## src/sv/kma_pkg.sv

```systemverilog
// shared types and constants for the keyed minute bucket aggregator
// no dependencies

package kma_pkg;

  // table size and derived widths
  localparam int ENTRIES = 1024;
  localparam int IDX_W   = (ENTRIES > 1) ? $clog2(ENTRIES) : 1;
  localparam int CNT_W   = $clog2(ENTRIES + 1);

  // field widths
  localparam int ID_W    = 32;
  localparam int YEAR_W  = 12;
  localparam int MONTH_W = 4;
  localparam int DAY_W   = 5;
  localparam int HOUR_W  = 5;
  localparam int MIN_W   = 6;
  localparam int COST_W  = 32;
  localparam int KEY_W   = ID_W + YEAR_W + MONTH_W + DAY_W + HOUR_W + MIN_W;
  localparam int TOT_W   = 48;
  localparam int SLOT_W  = 10;

  typedef logic [KEY_W-1:0]  key_t;
  typedef logic [TOT_W-1:0]  total_t;
  typedef logic [IDX_W-1:0]  idx_t;
  typedef logic [CNT_W-1:0]  cnt_t;

  // request handed from front to back
  typedef struct packed {
    key_t              key;
    logic [COST_W-1:0] cost;
  } req_t;

  // one result beat
  typedef struct packed {
    logic [SLOT_W-1:0] slot_index;
    logic              created;
    logic              dropped;
    total_t            impressions_total;
    total_t            spend_total;
  } res_t;

  // search engine states
  typedef enum logic [2:0] {
    S_IDLE,
    S_SCAN,
    S_UPD,
    S_MISS,
    S_EMIT
  } state_t;

endpackage

```

## src/sv/kma_res_q.sv

```systemverilog
// result queue between the search engine and the result ports
// depends on kma_pkg

module kma_res_q (
  input  logic          clk,
  input  logic          rst,
  input  logic          res_push,
  input  kma_pkg::res_t res_in,
  output logic          res_full,
  input  logic          pop,
  output logic          empty,
  output kma_pkg::res_t res_out
);

  kma_pkg::res_t res_mem [2];
  logic          wr_ptr;
  logic          rd_ptr;
  logic [1:0]    count;
  logic          do_push;
  logic          do_pop;

  assign res_full = (count == 2'd2);
  assign empty    = (count == 2'd0);
  assign res_out  = res_mem[rd_ptr];
  assign do_push  = res_push && !res_full;
  assign do_pop   = pop && !empty;

  // result storage
  always_ff @(posedge clk) begin
    if (do_push) begin
      res_mem[wr_ptr] <= res_in;
    end
  end

  // pointers and occupancy
  always_ff @(posedge clk) begin
    if (rst) begin
      wr_ptr <= 1'b0;
      rd_ptr <= 1'b0;
      count  <= 2'd0;
    end else begin
      if (do_push) begin
        wr_ptr <= ~wr_ptr;
      end
      if (do_pop) begin
        rd_ptr <= ~rd_ptr;
      end
      case ({do_push, do_pop})
        2'b10:   count <= count + 2'd1;
        2'b01:   count <= count - 2'd1;
        default: count <= count;
      endcase
    end
  end

endmodule

```

## config.mk

```make
export PLATFORM = sky130hd
export DESIGN_NAME = kma_res_q
export DESIGN_NICKNAME = d
export VERILOG_FILES = /design/src/sv/kma_pkg.sv /design/src/sv/kma_res_q.sv
export SDC_FILE = /design/constraint.sdc
export NUM_CORES = 1
export LEC_CHECK = 0
export BUFFER_PORTS_ARGS = -buffer_cell sky130_fd_sc_hd__buf_4
export CORE_MARGIN = 10
export CORE_UTILIZATION = 52
export CTS_CLUSTER_DIAMETER = 120
export DETAILED_ROUTE_END_ITERATION = 12
export PLACE_DENSITY = 0.77
export SLEW_MARGIN = 20
export SYNTH_ARGS = -nofsm -noshare
export SYNTH_HDL_FRONTEND = slang
export SYNTH_SLANG_ARGS = --single-unit
```

## constraint.sdc

```tcl
create_clock -name clk -period 4.5 [get_ports clk]
set_clock_uncertainty 0.15 [all_clocks]
set_input_delay 0.9 -clock clk [delete_from_list [all_inputs] [get_ports clk]]
set_output_delay 0.9 -clock clk [all_outputs]
set_load 0.02 [all_outputs]
```

# --- Word level (Yosys, flattened, before mapping) ---
# Memories as Yosys holds them, arrays and structs flattened. A register that Yosys moved wholly into a read port is not among the register bits.
# Index checks and enable logic that the tools add are counted.
word_totals:
  wordCells: 22
  ram_bits: 216
  out_inout_bits: 110
  regBits: 4
  mem_count: 1
classes:
  n_mux: 5
  addsub: 2
  n_eq_ne: 3
  n_reduce_logical: 6
  bitwise_logic: 2
memory_table:
  columns: ["memory", "depth", "word_bits", "rd", "rd_ports_with_merged_regs", "wr", "line_no", "rtl"]
  rows:
  - ["res_mem", 2, 108, 1, 1, 1, "kma_res_q.sv:15", "kma_pkg::res_t res_mem [2];"]
op_table:
  columns: ["cell", "n"]
  rows:
  - ["equality test 2 bit, second input constant", 2]
  - ["2-to-1 mux 1 bit", 4]
  - ["case mux 2 bit (2 select lines)", 1]
  - ["adder 2 x 1 -> 2 bit, second input constant", 1]
  - ["equality test 2 x 1 -> 1 bit, second input constant", 1]
  - ["logical AND 1 bit", 2]
  - ["logical NOT 1 bit", 2]
  - ["logical NOT 2 bit", 1]
  - ["NOT 1 bit", 2]
  - ["nonzero test 2 bit", 1]
  - ["subtractor 2 x 1 -> 2 bit, second input constant", 1]

# --- Longest topological paths before layout ---
logic_depth:
  depth_word: 5
  mapped_depth: 6
  mapped_depth_nobuf: 6

# --- Worst setup path before layout ---
# No wires, ideal clock.
synth_timing:
  kind: "input to register"
  from: "input port res_push"
  to: "memory res_mem[1][0] in the netlist's numbering, enable pin"
  t_arrival_ns: 3.446
  setup_slack_ns: 0.424
  stages: 1
  t_required_ns: 3.870
  path_cell_list: "and3_1"
synth_between:
  elab_chain_len: 3
synth_lines:
  columns: ["item", "line_no", "rtl"]
  rows:
  - ["start: declaration", "kma_res_q.sv:7", "input logic res_push,"]
  - ["logical AND 1 bit", "kma_res_q.sv:25", "assign do_push = res_push && !res_full;"]
  - ["2-to-1 mux 1 bit", "kma_res_q.sv:30", "if (do_push) begin"]
  - ["2-to-1 mux 1 bit (implied by the code)", "kma_res_q.sv:31", "res_mem[wr_ptr] <= res_in;"]
  - ["end: declaration", "kma_res_q.sv:15", null]
# No other way between the ends.

==> impl_metrics.toml <==
[run_status]
status = "finished, final reports clean"

[synthesis]
synth_mux_area_frac = 0.152
synthSimpleGateAreaFrac = 0.00579
syn_inst = 362
synth_compound_area_frac = 0.00344
syn-num-nets = 475
avgSynthCellArea_um2 = 22.1
synth_top_family_by_area = "multiplexers"
synth_xor_area_frac = 0.00328
yosysWarnings = 0
synth_fa_ha_area_frac = 0.00156
synth_seq_cells = 221
synth_area_um2 = 8000
yosysUniqueCellTypes = 19
seq_area_frac_synth = 0.823

[pwr]
switching_share = 0.291
power.density_nw_per_um2 = 598
ir_drop_mv = 0.498
switchingPower_mw = 1.84
clkPwrFrac = 0.267
pwr-share-seq = 0.434
combPwrFrac = 0.299
power.total_mw = 6.33
p_leak_nw = 3.94
p_int_mw = 4.49

[sta]
clock.fmax_mhz = 295
hold_violations = 0
rsz0062_at_grt = "no"
relSlewSlack = 0.455
maxSlewViolCount = 0
tightestPinTransition_ps = 818
setup_viol = 0
period_share = 0.754
min_period_ps = 3390
fin_setup_tns_ps = 0

[setup_path]
worstSetupPathType = "flip-flop to output port"
crit_family = "flip-flops"
worst-path-max-fanout = 61
crit_chain = "buf_4, mux2_2, buf_4"
critPathRequiredTime_ps = 3450
worst_setup_path_start_kind = "flip-flop"
critPathCaptureType = "output port"
worst-path-buf-inv = 2
crit_arrival_ps = 2340
worst_path_most_repeated_cell = "buf_4"
slowest_stage = "dfxtp_4"
max_stage_delay_ps = 880

[cts]
post-cts-setup-buffers = 0
cts_root_buffer = "clkbuf_16"
clk_path_buf_depth = 3
cts_tree = "built"
path_clk_slew_ps = 60
cts_buffers = 22
hold_buffers = 0
htree_levels = 1
cts_resized = 0
clock-sinks = 221
clock_latency_ps = 480

[floorplanning]
die-area_um2 = 20700
boundaryPins = 222
chipWidth_um = 144
core_um2 = 15100
initial_core_util = 0.528
die_h_um = 144
rows = 45

[final_layout]
final_layout_size_suffix_gt1_frac = 0.597
diodes = 0
nNetsFinal = 713
fillers = 961
fin_area_um2 = 10600
fin_util = 0.699
area_delta_synth_final_pct = 32.3

[drt]
drc = 0
viasPerCell = 5.15
routed_wl_mm = 16.7
vias = 4142
drt_iter0_markers = 212
routedWlPerCell_um = 20.7
dr.pass1.iters = 4
antenna_left = 0

[grt]
grt_pass1_wl_mm = 24.4
grt_usage = 0.152
grt_overflow_total = 0
grt_pass1_vias = 4549
antenna_found_initial = 0
grt_start_max_net_pins = 62

[run]
maxCapViolCount = 0

[placed_design]
place_hpwl_mm = 11.6
place.gp.congestion = 0.819
placed_area_um2 = 9890
port-buffer-count = 221

[min_path]
min_path_type = "flip-flop to flip-flop"
[flip-flops by register name (all words and copies together), names as in the netlist, named ones only]
signal,cells
count,2
rd_ptr,1
res_mem,216
wr_ptr,1
[synth_stat cells, drive strengths merged]
library cell	n	area [um2]
xnor2	2	17.5
dfxtp	5	100
o21a	1	7.51
mux2	108	1220
buf	12	75.1
or3	2	12.5
nor2	4	15.0
ha	1	12.5
a21oi	2	10.0
inv	3	11.3
o21ai	2	10.0
edfxtp	216	6490
nand2	1	3.75
and3	1	6.26
xor2	1	8.76
nand2b	1	8.76
[cell families after synthesis]
family | count (synthesis)
xor+xnor | 3
mux | 108
simple gates | 9
fa+ha+maj | 1
flops | 221
compound gates | 5
buf+inv | 15
[tightest hold or removal path, delay by kind of cell, from the launching register on]
kind           cells  cell delay (ps)
flip-flops         1              350
AO/OA/AOI/OAI      2              140
[layout by cell type (no fill, tap or decap), types with 2 or more instances in the layout]
cell / instances
nor2_1: 4
or3_1: 2
buf_12: 2
dfxtp_1: 4
clkbuf_16: 23
o21ai_0: 2
clkbuf_1: 6
clkbuf_8: 4
edfxtp_1: 216
xnor2_1: 2
clkinv_1: 5
mux2_2: 108
a21oi_1: 2
buf_4: 224
[layout make-up]
class                           instances  area (um2)  area share
Clock buffer                           33         653      0.0617
Clock inverter                          7        35.0     0.00331
Multi-Input combinational cell        126        1330       0.126
Tap cell                              188         235      0.0222
Inverter                                3        13.8     0.00130
Sequential cell                       221        6590       0.623
Timing Repair Buffer                  226        1720       0.163
[power groups by stage]
stage	Clock, mW	Combinational, mW	Sequential, mW
2_1_floorplan	0	1.20	2.71
3_3_place_gp	0	1.90	2.78
3_5_place_dp	0	1.92	2.80
4_1_cts	1.74	1.93	2.76
5_1_grt	1.83	2.00	2.78
6_report	1.69	1.89	2.75
[worst paths after layout]
check	slack [ps]	start	depth (start not counted)	to
worst max register to register	1990	count[0]	5	res_mem[0][17]
worst min register to register	380	count[1]	2	count[1]
worst max-delay path	1110	flip-flop	3	res_out[81]
worst min-delay path	380	count[1]	2	count[1]
[per-layer routing]
metal | wire length (um) | track usage
met1 | 6580 | 0.187
met4 | 246 | 0.0430
met3 | 1500 | 0.0528
met2 | 8320 | 0.250
met5 | 0 | 0
[metrics by stage]
stage | setup slack, ps | hold WS [ps] | std cells
2_1_floorplan | 424 | 302 | 362
3_3_place_gp | 1610 | 321 | 764
3_5_place_dp | 1570 | 372 | 764
4_1_cts | 1060 | 380 | 804
5_1_grt | 972 | 412 | 804
6_report | 1110 | 382 | 804
No activity file was read; power rests on OpenSTA's default activity.
