==> config.mk <==
export PLATFORM = sky130hd
export DESIGN_NAME = kma_front
export DESIGN_NICKNAME = d
export VERILOG_FILES = /design/src/sv/kma_pkg.sv /design/src/sv/kma_front.sv
export SDC_FILE = /design/constraint.sdc
export NUM_CORES = 1
export LEC_CHECK = 0
export BUFFER_PORTS_ARGS = -buffer_cell sky130_fd_sc_hd__clkbuf_2
export CAP_MARGIN = 20
export CORE_ASPECT_RATIO = 0.7
export CORE_MARGIN = 8
export CORE_UTILIZATION = 45
export CTS_CLUSTER_DIAMETER = 150
export DETAILED_ROUTE_END_ITERATION = 12
export PLACE_DENSITY_LB_ADDON = 0.3
export SLEW_MARGIN = 20
export SYNTH_ARGS = -nofsm -noshare
export SYNTH_HDL_FRONTEND = slang
export SYNTH_SLANG_ARGS = --single-unit
==> constraint.sdc <==
create_clock -name clk -period 9.5 [get_ports clk]
set_input_delay 0.95 -clock clk [delete_from_list [all_inputs] [get_ports clk]]
set_output_delay 0.95 -clock clk [all_outputs]
set_load 0.02 [all_outputs]
==> src/sv/kma_pkg.sv <==
// shared types and constants for the keyed minute bucket aggregator
// no dependencies

package kma_pkg;

  // table size and derived widths
  localparam int ENTRIES = 1024;
  localparam int IDX_W   = (ENTRIES > 1) ? $clog2(ENTRIES) : 1;
  localparam int CNT_W   = $clog2(ENTRIES + 1);

  // field widths
  localparam int ID_W    = 32;
  localparam int YEAR_W  = 12;
  localparam int MONTH_W = 4;
  localparam int DAY_W   = 5;
  localparam int HOUR_W  = 5;
  localparam int MIN_W   = 6;
  localparam int COST_W  = 32;
  localparam int KEY_W   = ID_W + YEAR_W + MONTH_W + DAY_W + HOUR_W + MIN_W;
  localparam int TOT_W   = 48;
  localparam int SLOT_W  = 10;

  typedef logic [KEY_W-1:0]  key_t;
  typedef logic [TOT_W-1:0]  total_t;
  typedef logic [IDX_W-1:0]  idx_t;
  typedef logic [CNT_W-1:0]  cnt_t;

  // request handed from front to back
  typedef struct packed {
    key_t              key;
    logic [COST_W-1:0] cost;
  } req_t;

  // one result beat
  typedef struct packed {
    logic [SLOT_W-1:0] slot_index;
    logic              created;
    logic              dropped;
    total_t            impressions_total;
    total_t            spend_total;
  } res_t;

  // search engine states
  typedef enum logic [2:0] {
    S_IDLE,
    S_SCAN,
    S_UPD,
    S_MISS,
    S_EMIT
  } state_t;

endpackage

==> src/sv/kma_front.sv <==
// front end: accepts events, packs the lookup key and queues requests
// depends on kma_pkg

module kma_front (
  input  logic                           clk,
  input  logic                           rst,
  input  logic                           push,
  output logic                           full,
  input  logic [kma_pkg::ID_W-1:0]       ad_id,
  input  logic [kma_pkg::YEAR_W-1:0]     bucket_year,
  input  logic [kma_pkg::MONTH_W-1:0]    bucket_month,
  input  logic [kma_pkg::DAY_W-1:0]      bucket_day,
  input  logic [kma_pkg::HOUR_W-1:0]     bucket_hour,
  input  logic [kma_pkg::MIN_W-1:0]      bucket_minute,
  input  logic [kma_pkg::COST_W-1:0]     spend,
  output logic                           req_valid,
  output kma_pkg::req_t                  req,
  input  logic                           req_pop
);

  kma_pkg::req_t req_mem [2];
  logic          wr_ptr;
  logic          rd_ptr;
  logic [1:0]    count;
  kma_pkg::req_t req_in;
  logic          do_push;
  logic          do_pop;

  // key layout: ad id on top, then year, month, day, hour, minute
  always_comb begin
    req_in.key  = {ad_id, bucket_year, bucket_month, bucket_day, bucket_hour, bucket_minute};
    req_in.cost = spend;
  end

  assign full      = (count == 2'd2);
  assign req_valid = (count != 2'd0);
  assign req       = req_mem[rd_ptr];
  assign do_push   = push && !full;
  assign do_pop    = req_pop && req_valid;

  // request storage
  always_ff @(posedge clk) begin
    if (do_push) begin
      req_mem[wr_ptr] <= req_in;
    end
  end

  // pointers and occupancy
  always_ff @(posedge clk) begin
    if (rst) begin
      wr_ptr <= 1'b0;
      rd_ptr <= 1'b0;
      count  <= 2'd0;
    end else begin
      if (do_push) begin
        wr_ptr <= ~wr_ptr;
      end
      if (do_pop) begin
        rd_ptr <= ~rd_ptr;
      end
      case ({do_push, do_pop})
        2'b10:   count <= count + 2'd1;
        2'b01:   count <= count - 2'd1;
        default: count <= count;
      endcase
    end
  end

endmodule

### Word-level counts from Yosys, hierarchy flattened

Memories as Yosys holds them, arrays and structs flattened. A register that Yosys moved wholly into a read port is not among the register bits.
Index checks and enable logic that the tools add are counted.

| storage, ports and cells | value |
|---|---|
| flip-flop bits (word level) | 4 |
| memory bits (writable) | 192 |
| input port bits | 100 |
| output and inout bits | 98 |
| memories | 1 |

| operators by class | value |
|---|---|
| add/subtract/negate cells | 2 |
| equal/unequal tests | 3 |
| mux-type cells | 5 |
| bitwise gates (word level) | 2 |
| reductions and logical operators | 5 |

Memories:

| name | depth | bits a word | read ports | clocked after Yosys merged registers in | write ports | line | text |
|---|---|---|---|---|---|---|---|
| req_mem | 2 | 96 | 1 | 1 | 1 | kma_front.sv:21 | `kma_pkg::req_t req_mem [2];` |

Operator list:

| cell | number |
|---|---|
| equality test 2 bit, second input constant | 2 |
| 2-to-1 mux 1 bit | 4 |
| one-hot mux 2 bit (2 select lines) | 1 |
| nonzero test 2 bit | 2 |
| adder 2 x 1 -> 2 bit, second input constant | 1 |
| equality test 2 x 1 -> 1 bit, second input constant | 1 |
| logical AND 1 bit | 2 |
| inverter 1 bit | 2 |
| subtractor 2 x 1 -> 2 bit, second input constant | 1 |
| zero test 1 bit | 1 |

### Longest topological paths before layout

Gate-level depths: netlist of the first run.

| depth | value |
|---|---|
| depth after elaboration | 5 |
| mapped depth | 6 |

### Worst setup path before layout of the first run

No wires, ideal clock.

| timing | value |
|---|---|
| kind | in2reg |
| start | input port push |
| end | memory req_mem[1][0] (netlist name) (enable) |
| setup time | 0.466 ns |
| arrival | 3.226 ns |
| setup slack | 5.808 ns |
| stages | 1 |
| cell sequence | and3_1 |

| on the way | value |
|---|---|
| longest elaborated chain between the ends | 3 |

Ends and longest elaborated chain:

| item | line | text |
|---|---|---|
| start: declaration | kma_front.sv:7 | `input logic push,` |
| logical AND 1 bit | kma_front.sv:38 | `assign do_push = push && !full;` |
| 2-to-1 mux 1 bit | kma_front.sv:43 | `if (do_push) begin` |
| 2-to-1 mux 1 bit (implied by the code) | kma_front.sv:44 | `req_mem[wr_ptr] <= req_in;` |
| end: declaration | kma_front.sv:21 |  |

Every way passes these cells.

==> results.cfg, run 1 <==
[outcome]
status = completed

[layout]
final_common_cell = clkbuf_2
final_cell_mix = clkbuf_2, edfxtp_1, mux2_2
design_area_um2 = 8921
nNetsFinal = 634
final_cells = 745
drive_above_1_share = 0.5229
fin_util = 0.5756
num_antenna_cells = 0
syn2layout_area_growth_pct = 24.87

[place]
gp_congestion = 0.7219
dp_hpwl_mm = 9.537
placed_area_um2 = 8343
io_buffers = 197
place_inst = 714

[worst_setup_path]
cp.arrival_ns = 2.47
cp_slowest_cell = buf_4
reg2reg_from = count[0]$_SDFFE_PP0P_
end_kind = primary output
cp-start-kind = flip-flop
crit_buf_inv = 2
critPathTopFamily = buffers and inverters
path_cells = buf_4, mux2_1, clkbuf_2
critical_path_class = reg2out
crit_required_ns = 8.55
worst-path-max-fanout = 60
max_stage_delay_ns = 0.72

[clocking]
numClockSinks = 197
ctsResizeCount = 0
cts_tree = built
htreeDepth = 4
clock_path_buffers = 2
clkTransAtPathRegs_ns = 0.07
cts_hold_buf = 0
post_cts_buffers = 0
clkLatencyLatePin_ns = 0.42
clockRootBuffer = clkbuf_16
cts_buffers = 17

[drt]
remaining_drc_errors = 0
dr.pass1.iters = 4
drt_iter0_drc = 213
routedWlPerCell_um = 18.79
vias = 3630
drt_wl_total_mm = 14.00
antenna_left = 0
via_per_inst = 4.872

[yosys]
yosysWarnings = 0
yosys-top-cells-area = edfxtp_1, mux2_2, mux2_1
synth_cells = 325
synth.yosys.seq_area_share = 0.8210
syn-cell-area_um2 = 7144
syn_area_per_cell_um2 = 21.98
synth_seq_cells = 197
synth_top_area_frac = 0.8070
synth_fp_nets = 426
ys_async_sr_fraction = 0
synth_edf_count = 192
ys_types = 21
synth_largest_area_cell = edfxtp_1
synth_ff_type = edfxtp_1

[sta]
hold-worst-slack_ns = 0.4987
setup_viol = 0
worstMarginPinSlew_ns = 0.8144
fin_crit_sh = 0.3604
rsz0062_at_grt = false
skew_ns = 0.01095
max_slew_margin = 0.4571
setup_tns_ns = 0
max_freq_mhz = 292.0
hold_viol = 0
fin_crit_ns = 3.424
drv_slew = 0

[worst_hold_path]
hp-class = reg2reg
hold_start = wr_ptr$_SDFFE_PP0P_

[pwr]
p_leak_nw = 3.374
p_per_area_nw_per_um2 = 284.3
ir_drop_uv = 198.0

[die]
io_pins = 198
core_um2 = 15500
die_x_um = 166.6
die_area_um2 = 20230
initial_core_util = 0.4609
rows = 38
dieHeight_um = 121.4

[grt]
grt_max_degree = 61
antenna_found_initial = 1
grt_pass1_vias = 3915
grt_overflow = 0
grt_usage = 0.1394
grt_pass1_wl_mm = 21.57

[job]
drv_cap = 0
[where the power goes]
group          internal (W)  total [W]  switching (W)
combinational      0.000256   0.000686       0.000430
clock              0.000391   0.000702       0.000311
sequential          0.00110    0.00115      0.0000501
total               0.00174    0.00254       0.000791
[worst register-to-register path, delay by kind of cell (launching register included)]
| family | cells | cell delay, ns |
|---|---|---|
| buf+inv | 3 | 1.22 |
| simple gates | 2 | 0.56 |
| flops | 1 | 0.42 |
[state kept, by name (all words and copies together), names as in the netlist, named ones only]
signal	flops
wr_ptr	1
count	2
req_mem	192
rd_ptr	1
[final timing paths]
check                             end  slack, ns  cells after the start
min               wr_ptr$_SDFFE_PP0P_       0.50                      2
min reg2reg       wr_ptr$_SDFFE_PP0P_       0.50                      2
max                           req[84]       6.08                      3
max reg2reg  req_mem[0][44]$_DFFE_PP_       6.89                      5
[routing by layer]
layer  GRT usage  wire length, um  up-vias
met3     0.07442             1374       12
li1            -                -     1698
met1      0.1795             6420     1771
met5           0               13        -
met4     0.04206              125        2
met2      0.2008             6059      147
[layout make-up]
cell class,count,area [um^2]
multi-input cells,114,1201
fillers,1208,6579
repair buffers,200,1008
flip-flops and latches,197,5869
inverters,3,13.76
well taps,200,250.2
clock buffers,18,429.2
clock inverters,13,148.9
[cells by family (layout without fill, tap and decap cells)]
group / count (synthesis) / count (layout) / synth area share
mux: 96 / 96 / 0.1513
fa+ha+maj: 1 / 1 / 0.001751
buf+inv: 14 / 234 / 0.01156
simple gates: 9 / 9 / 0.006831
xor+xnor: 3 / 3 / 0.003678
flops: 197 / 197 / 0.8210
compound gates: 5 / 5 / 0.003853
[metrics by stage]
stage / power [W] / worst slack [ns]
floorplan: 0.001634 / 5.808
finish: 0.002536 / 6.076
global route: 0.002654 / 5.894
global placement: 0.001852 / 6.427
detailed placement: 0.001865 / 6.374
CTS: 0.002572 / 6.008
[synth_stat cells, types with 2 or more instances]
| master | number |
|---|---|
| or3_1 | 2 |
| o21ai_0 | 2 |
| xnor2_1 | 2 |
| mux2_2 | 50 |
| buf_4 | 4 |
| nor2_1 | 3 |
| edfxtp_1 | 192 |
| dfxtp_1 | 5 |
| a21oi_1 | 2 |
| inv_1 | 2 |
| buf_2 | 6 |
| mux2_1 | 46 |
No activity file was read; power rests on OpenSTA's default activity.
==> run 2: changes to the inputs <==
==> constraint.sdc (replaced) <==
create_clock -name clk -period 3.1 [get_ports clk]
set_input_delay 0.31 -clock clk [delete_from_list [all_inputs] [get_ports clk]]
set_output_delay 0.31 -clock clk [all_outputs]
set_load 0.02 [all_outputs]
==> run 2 against run 1 <==
Against the previous run:
- non-clock buffer count is 3 higher
- clock power rose to 3.1 times the previous value
- routed wire length rose by 1.6%
- utilization grew 0.35 points
- critical path depth stayed put
- critical endpoint is now req[14]
==> results.cfg, run 2 (synthesis results as in run 1) <==
[worst_setup_path]
crit_required_ns = 2.79
end_kind = primary output
worst-path-max-fanout = 36
cp.arrival_ns = 2.01
cp-start-kind = flip-flop
r2r_cells = 5
critical_path_class = reg2out
reg2reg_from = count[0]$_SDFFE_PP0P_

[clocking]
ctsResizeCount = 0
numClockSinks = 197
cts_buffers = 17
clkTransAtPathRegs_ns = 0.07
clockRootBuffer = clkbuf_16
htreeDepth = 4
cts_hold_buf = 0
clkLatencyLatePin_ns = 0.41
clock_path_buffers = 2
post_cts_buffers = 0
cts_tree = built

[job]
drv_cap = 0

[layout]
largest_register_ffs = 192
drive_above_1_share = 0.5255
design_area_um2 = 8975
final_cell_mix = clkbuf_2, edfxtp_1, mux2_2
syn2layout_area_growth_pct = 25.62
largest_registers = req_mem x192, count x2
num_antenna_cells = 0
nNetsFinal = 637
top_register = req_mem
final_common_cell = clkbuf_2

[pwr]
internal_power_w = 0.005441
ir_drop_uv = 457.5
p_leak_nw = 3.408
netSwitchingFraction = 0.3052
p_comb_frac = 0.275
clock_power_share = 0.276
seq_power_share = 0.449
p_per_area_nw_per_um2 = 872.5
p_sw_w = 0.002390

[drt]
via_per_inst = 4.920
routedWlPerCell_um = 19.00
remaining_drc_errors = 0
drt_iter0_drc = 279
drt_wl_total_mm = 14.22
antenna_left = 0
vias = 3680
dr.pass1.iters = 5

[worst_hold_path]
hp-class = in2reg
min_path_cells = 1
hold_start = spend[0]

[die]
die_area_um2 = 20230
core_um2 = 15500
rows = 38
initial_core_util = 0.4609
io_pins = 198
die_x_um = 166.6
dieHeight_um = 121.4

[grt]
grt_max_degree = 63
grt_overflow = 0
grt_usage = 0.1414
antenna_found_initial = 1
grt_pass1_vias = 4029
grt_pass1_wl_mm = 21.76

[sta]
hold_viol = 0
setup_viol = 0
fin_crit_sh = 0.7493
max_freq_mhz = 430.5
rsz0062_at_grt = false
max_slew_margin = 0.4565
skew_ns = 0.007360
drv_slew = 0
fin_crit_ns = 2.323
worstMarginPinSlew_ns = 0.8153
setup_tns_ns = 0

[place]
placed_area_um2 = 8392
gp_congestion = 0.7630
dp_hpwl_mm = 9.933
io_buffers = 197

[outcome]
status = completed
## run 2: path summary, 6_finish.rpt
kind         slack, ns                  endpoint
max               0.78                   req[14]
min               0.08   req_mem[0][0]$_DFFE_PP_
max reg2reg       0.94  req_mem[0][74]$_DFFE_PP_
min reg2reg       0.50       wr_ptr$_SDFFE_PP0P_
## run 2: per-layer routing
| layer | share of wire | track usage | vias to the layer above |
|---|---|---|---|
| li1 | - | - | 1714 |
| met1 | 0.45 | 0.1823 | 1785 |
| met2 | 0.44 | 0.2085 | 165 |
| met3 | 0.098 | 0.06792 | 14 |
| met4 | 0.010 | 0.04375 | 2 |
| met5 | 0.00091 | 0 | - |
## run 2: area by class of cell
| cell class | instances | area [um^2] |
|---|---|---|
| Clock buffer | 18 | 429.2 |
| Clock inverter | 13 | 153.9 |
| Fill cell | 1171 | 6525 |
| Inverter | 3 | 15.01 |
| Multi-Input combinational cell | 114 | 1201 |
| Sequential cell | 197 | 5869 |
| Tap cell | 200 | 250.2 |
| Timing Repair Buffer | 203 | 1056 |
## run 2: critical path, cell delays in order (launching register included)
cell and delay (ns):
dfxtp_4 0.68, buf_4 0.36, mux2_2 0.37, clkbuf_2 0.17
## run 2: per-stage QoR
step                total power (W)  setup slack, ns  hold slack (ns)  std cells    util
finish                     0.007831           0.7772          0.07771        748  0.5790
global route               0.008184           0.6497          0.04530        748  0.5790
floorplan                  0.004996           0.4977           0.3791        325       -
detailed placement         0.005763           0.9544           0.4924        717  0.5414
global placement           0.005718            1.021           0.4846        717  0.5414
CTS                        0.007937           0.7307          0.05327        748  0.5790
## run 2: power by group through the flow
stage                     sequential, W  combinational [W]  clock, W
final                           0.00352            0.00215   0.00216
after global routing            0.00356            0.00230   0.00232
after CTS                       0.00352            0.00220   0.00222
after detailed placement        0.00358            0.00218         0
after global placement          0.00356            0.00216         0
after floorplan                 0.00349            0.00151         0
==> run 3: changes to the inputs <==
--- a/config.mk
+++ b/config.mk
@@ -5,6 +5,7 @@
 export SDC_FILE = /design/constraint.sdc
 export NUM_CORES = 1
 export LEC_CHECK = 0
+export ABC_AREA = 1
 export BUFFER_PORTS_ARGS = -buffer_cell sky130_fd_sc_hd__clkbuf_2
 export CAP_MARGIN = 20
 export CORE_ASPECT_RATIO = 0.7
==> constraint.sdc (replaced) <==
create_clock -name clk -period 2.2 [get_ports clk]
set_input_delay 0.22 -clock clk [delete_from_list [all_inputs] [get_ports clk]]
set_output_delay 0.22 -clock clk [all_outputs]
set_load 0.02 [all_outputs]
==> run 3 against run 2 <==
Against the previous run:
- design area rose by 14%
- sequential power rose by 34%
- combinational power rose by 12%
- clock skew fell by 0.00054 ns
- largest cell class unchanged
- via count rose by 11%
- count of clock-buffer cells in the layout fell by 1
- clock power rose by 50%
- sequential cell count did not move
- register-to-register slack got worse by 0.46 ns
- worst setup slack got worse by 0.55 ns
==> results.cfg, run 3 <==
[clocking]
clock_path_buffers = 2
clkTransAtPathRegs_ns = 0.07
clkLatencyLatePin_ns = 0.41
ctsResizeCount = 0
htreeDepth = 4
cts_buffers = 17
cts_tree = built
numClockSinks = 197
clockRootBuffer = clkbuf_16

[sta]
hold_viol = 0
drv_slew = 0
skew_ns = 0.006819
hold-worst-slack_ns = 0.1177
max_freq_mhz = 507.4
max_slew_margin = 0.6811
fin_crit_sh = 0.8958
worstMarginPinSlew_ns = 0.4774
rsz0062_at_grt = false
fin_crit_ns = 1.971
finalWorstSetupSlack_ns = 0.2294
setup_viol = 0

[yosys]
ys_async_sr_fraction = 0
synth_common_cells = edfxtp_1, mux2_2, mux2_4, nor2_1, inv_1
synth_edf_count = 192
synth_cells = 339
synth_ff_type = edfxtp_1
synth_seq_cells = 197
syn-cell-area_um2 = 7375
synth_fp_nets = 440
synth_top_area_frac = 0.7818
syn_area_per_cell_um2 = 21.75
synth_largest_area_cell = edfxtp_1
ys_types = 15
yosys-top-cells-area = edfxtp_1, mux2_2, mux2_4
synth.yosys.seq_area_share = 0.7954
yosysMostFrequentCell = edfxtp_1
yosysWarnings = 0

[outcome]
status = completed

[worst_setup_path]
end_kind = primary output
reg2reg_from = count[1]$_SDFFE_PP0P_
cp.arrival_ns = 1.75
reg2reg_setup_slack_ns = 0.48
worst-path-max-fanout = 23
r2r_cells = 6
rr_endpoint = req_mem[1][91]$_DFFE_PP_
cp-start-kind = flip-flop
endpoint = req[15]
critical_path_class = reg2out
crit_required_ns = 1.98

[drt]
antenna_left = 0
dr.pass1.iters = 4
drt_wl_total_mm = 15.58
drt_iter0_drc = 249
via_per_inst = 4.609
vias = 4088
routedWlPerCell_um = 17.56
remaining_drc_errors = 0

[layout]
drive_above_1_share = 0.5129
fin_util = 0.6340
largest_register_ffs = 192
top_register = req_mem
final_common_cell = clkbuf_2
nNetsFinal = 749
largest_registers = req_mem x192, count x2
final_cell_mix = clkbuf_2, edfxtp_1, dlygate4sd3_1
syn2layout_area_growth_pct = 39.28

[die]
die_area_um2 = 20810
io_pins = 198
rows = 39
initial_core_util = 0.4552
dieHeight_um = 123.1
die_x_um = 169.0
core_um2 = 16200

[grt]
grt_usage = 0.1500
antenna_found_initial = 1
grt_overflow = 0
grt_max_degree = 54
grt_pass1_vias = 4507
grt_pass1_wl_mm = 23.88

[worst_hold_path]
min_path_cells = 4
hp-class = in2reg

[place]
gp_congestion = 0.7273
preCtsSetupSlack_ns = 0.4504
io_buffers = 197
dp_hpwl_mm = 10.35

[pwr]
p_leak_nw = 4.008
p_per_area_nw_per_um2 = 1009
ir_drop_uv = 746.0

[job]
drv_cap = 0
## run 3: cell count changes after synthesis, moves of 2 or more
cell and delta:
nand2_1 +7, inv_1 +8, xnor2_1 -2, mux2_4 +40, or3_1 -2, mux2_1 -46
buf_4 -4, mux2_2 +6, buf_12 +4, nor2_1 +9
## run 3: worst min path at each step
stage / from / to / slack, ns
4_1_cts: ad_id[26] / req_mem[0][90]$_DFFE_PP_ / 0.0007
5_1_grt: rst / wr_ptr$_SDFFE_PP0P_ / 0.09
6_report: rst / count[1]$_SDFFE_PP0P_ / 0.12
2_1_floorplan: spend[0] / req_mem[0][0]$_DFFE_PP_ / 0.32
3_3_place_gp: ad_id[6] / req_mem[1][70]$_DFFE_PP_ / 0.41
3_5_place_dp: ad_id[24] / req_mem[1][88]$_DFFE_PP_ / 0.41
## run 3: timing repair
action	in CTS	in global routing
buffers inserted	0	0
hold endpoints to repair	189	2
hold buffers	95	1
## run 3: layer usage
| metal | global-route usage | up-vias | wire length [um] |
|---|---|---|---|
| met5 | 0 | - | 0 |
| met4 | 0.03471 | 0 | 44 |
| li1 | - | 1936 | - |
| met3 | 0.06954 | 4 | 1271 |
| met1 | 0.1785 | 2008 | 6814 |
| met2 | 0.2480 | 140 | 7446 |
## run 3: logic make-up (layout without fill, tap and decap cells)
family | Yosys count | in the layout | synth area share
flops | 197 | 197 | 0.7954
mux | 96 | 96 | 0.1669
simple gates | 21 | 21 | 0.01103
buf+inv | 21 | 343 | 0.02290
compound gates | 3 | 3 | 0.002035
fa+ha+maj | 1 | 1 | 0.001696
other cells | 0 | 1 | 0
## run 3: where the power goes
part	internal, W	switching [W]	leakage, nW
registers	0.00459	0.000115	1.84
logic	0.00104	0.00137	1.87
clock network	0.00192	0.00133	0.298
## run 3: layout make-up
cell class / instances / area [um^2]
diodes: 1 / 2.502
clock buffers: 17 / 425.4
clock inverters: 15 / 201.4
fillers: 1166 / 5929
inverters: 10 / 41.29
multi-input cells: 121 / 1365
flip-flops and latches: 197 / 5872
well taps: 225 / 281.5
repair buffers: 301 / 2082
## run 3: critical path: stages, from the launching register on
cell and delay [ns]:
dfxtp_4 0.43, buf_4 0.34, mux2_2 0.40, clkbuf_2 0.16
## run 3: through the flow
| step | cells | setup TNS [ns] | area [um^2] | total power [W] |
|---|---|---|---|---|
| floorplan | 339 | -53.63 | 7406 | 0.006364 |
| global placement | 758 | 0 | 8681 | 0.007023 |
| detailed placement | 758 | 0 | 8681 | 0.007086 |
| CTS | 885 | 0 | 10260 | 0.01047 |
| global route | 887 | 0 | 10270 | 0.01078 |
| finish | 887 | 0 | 10270 | 0.01036 |
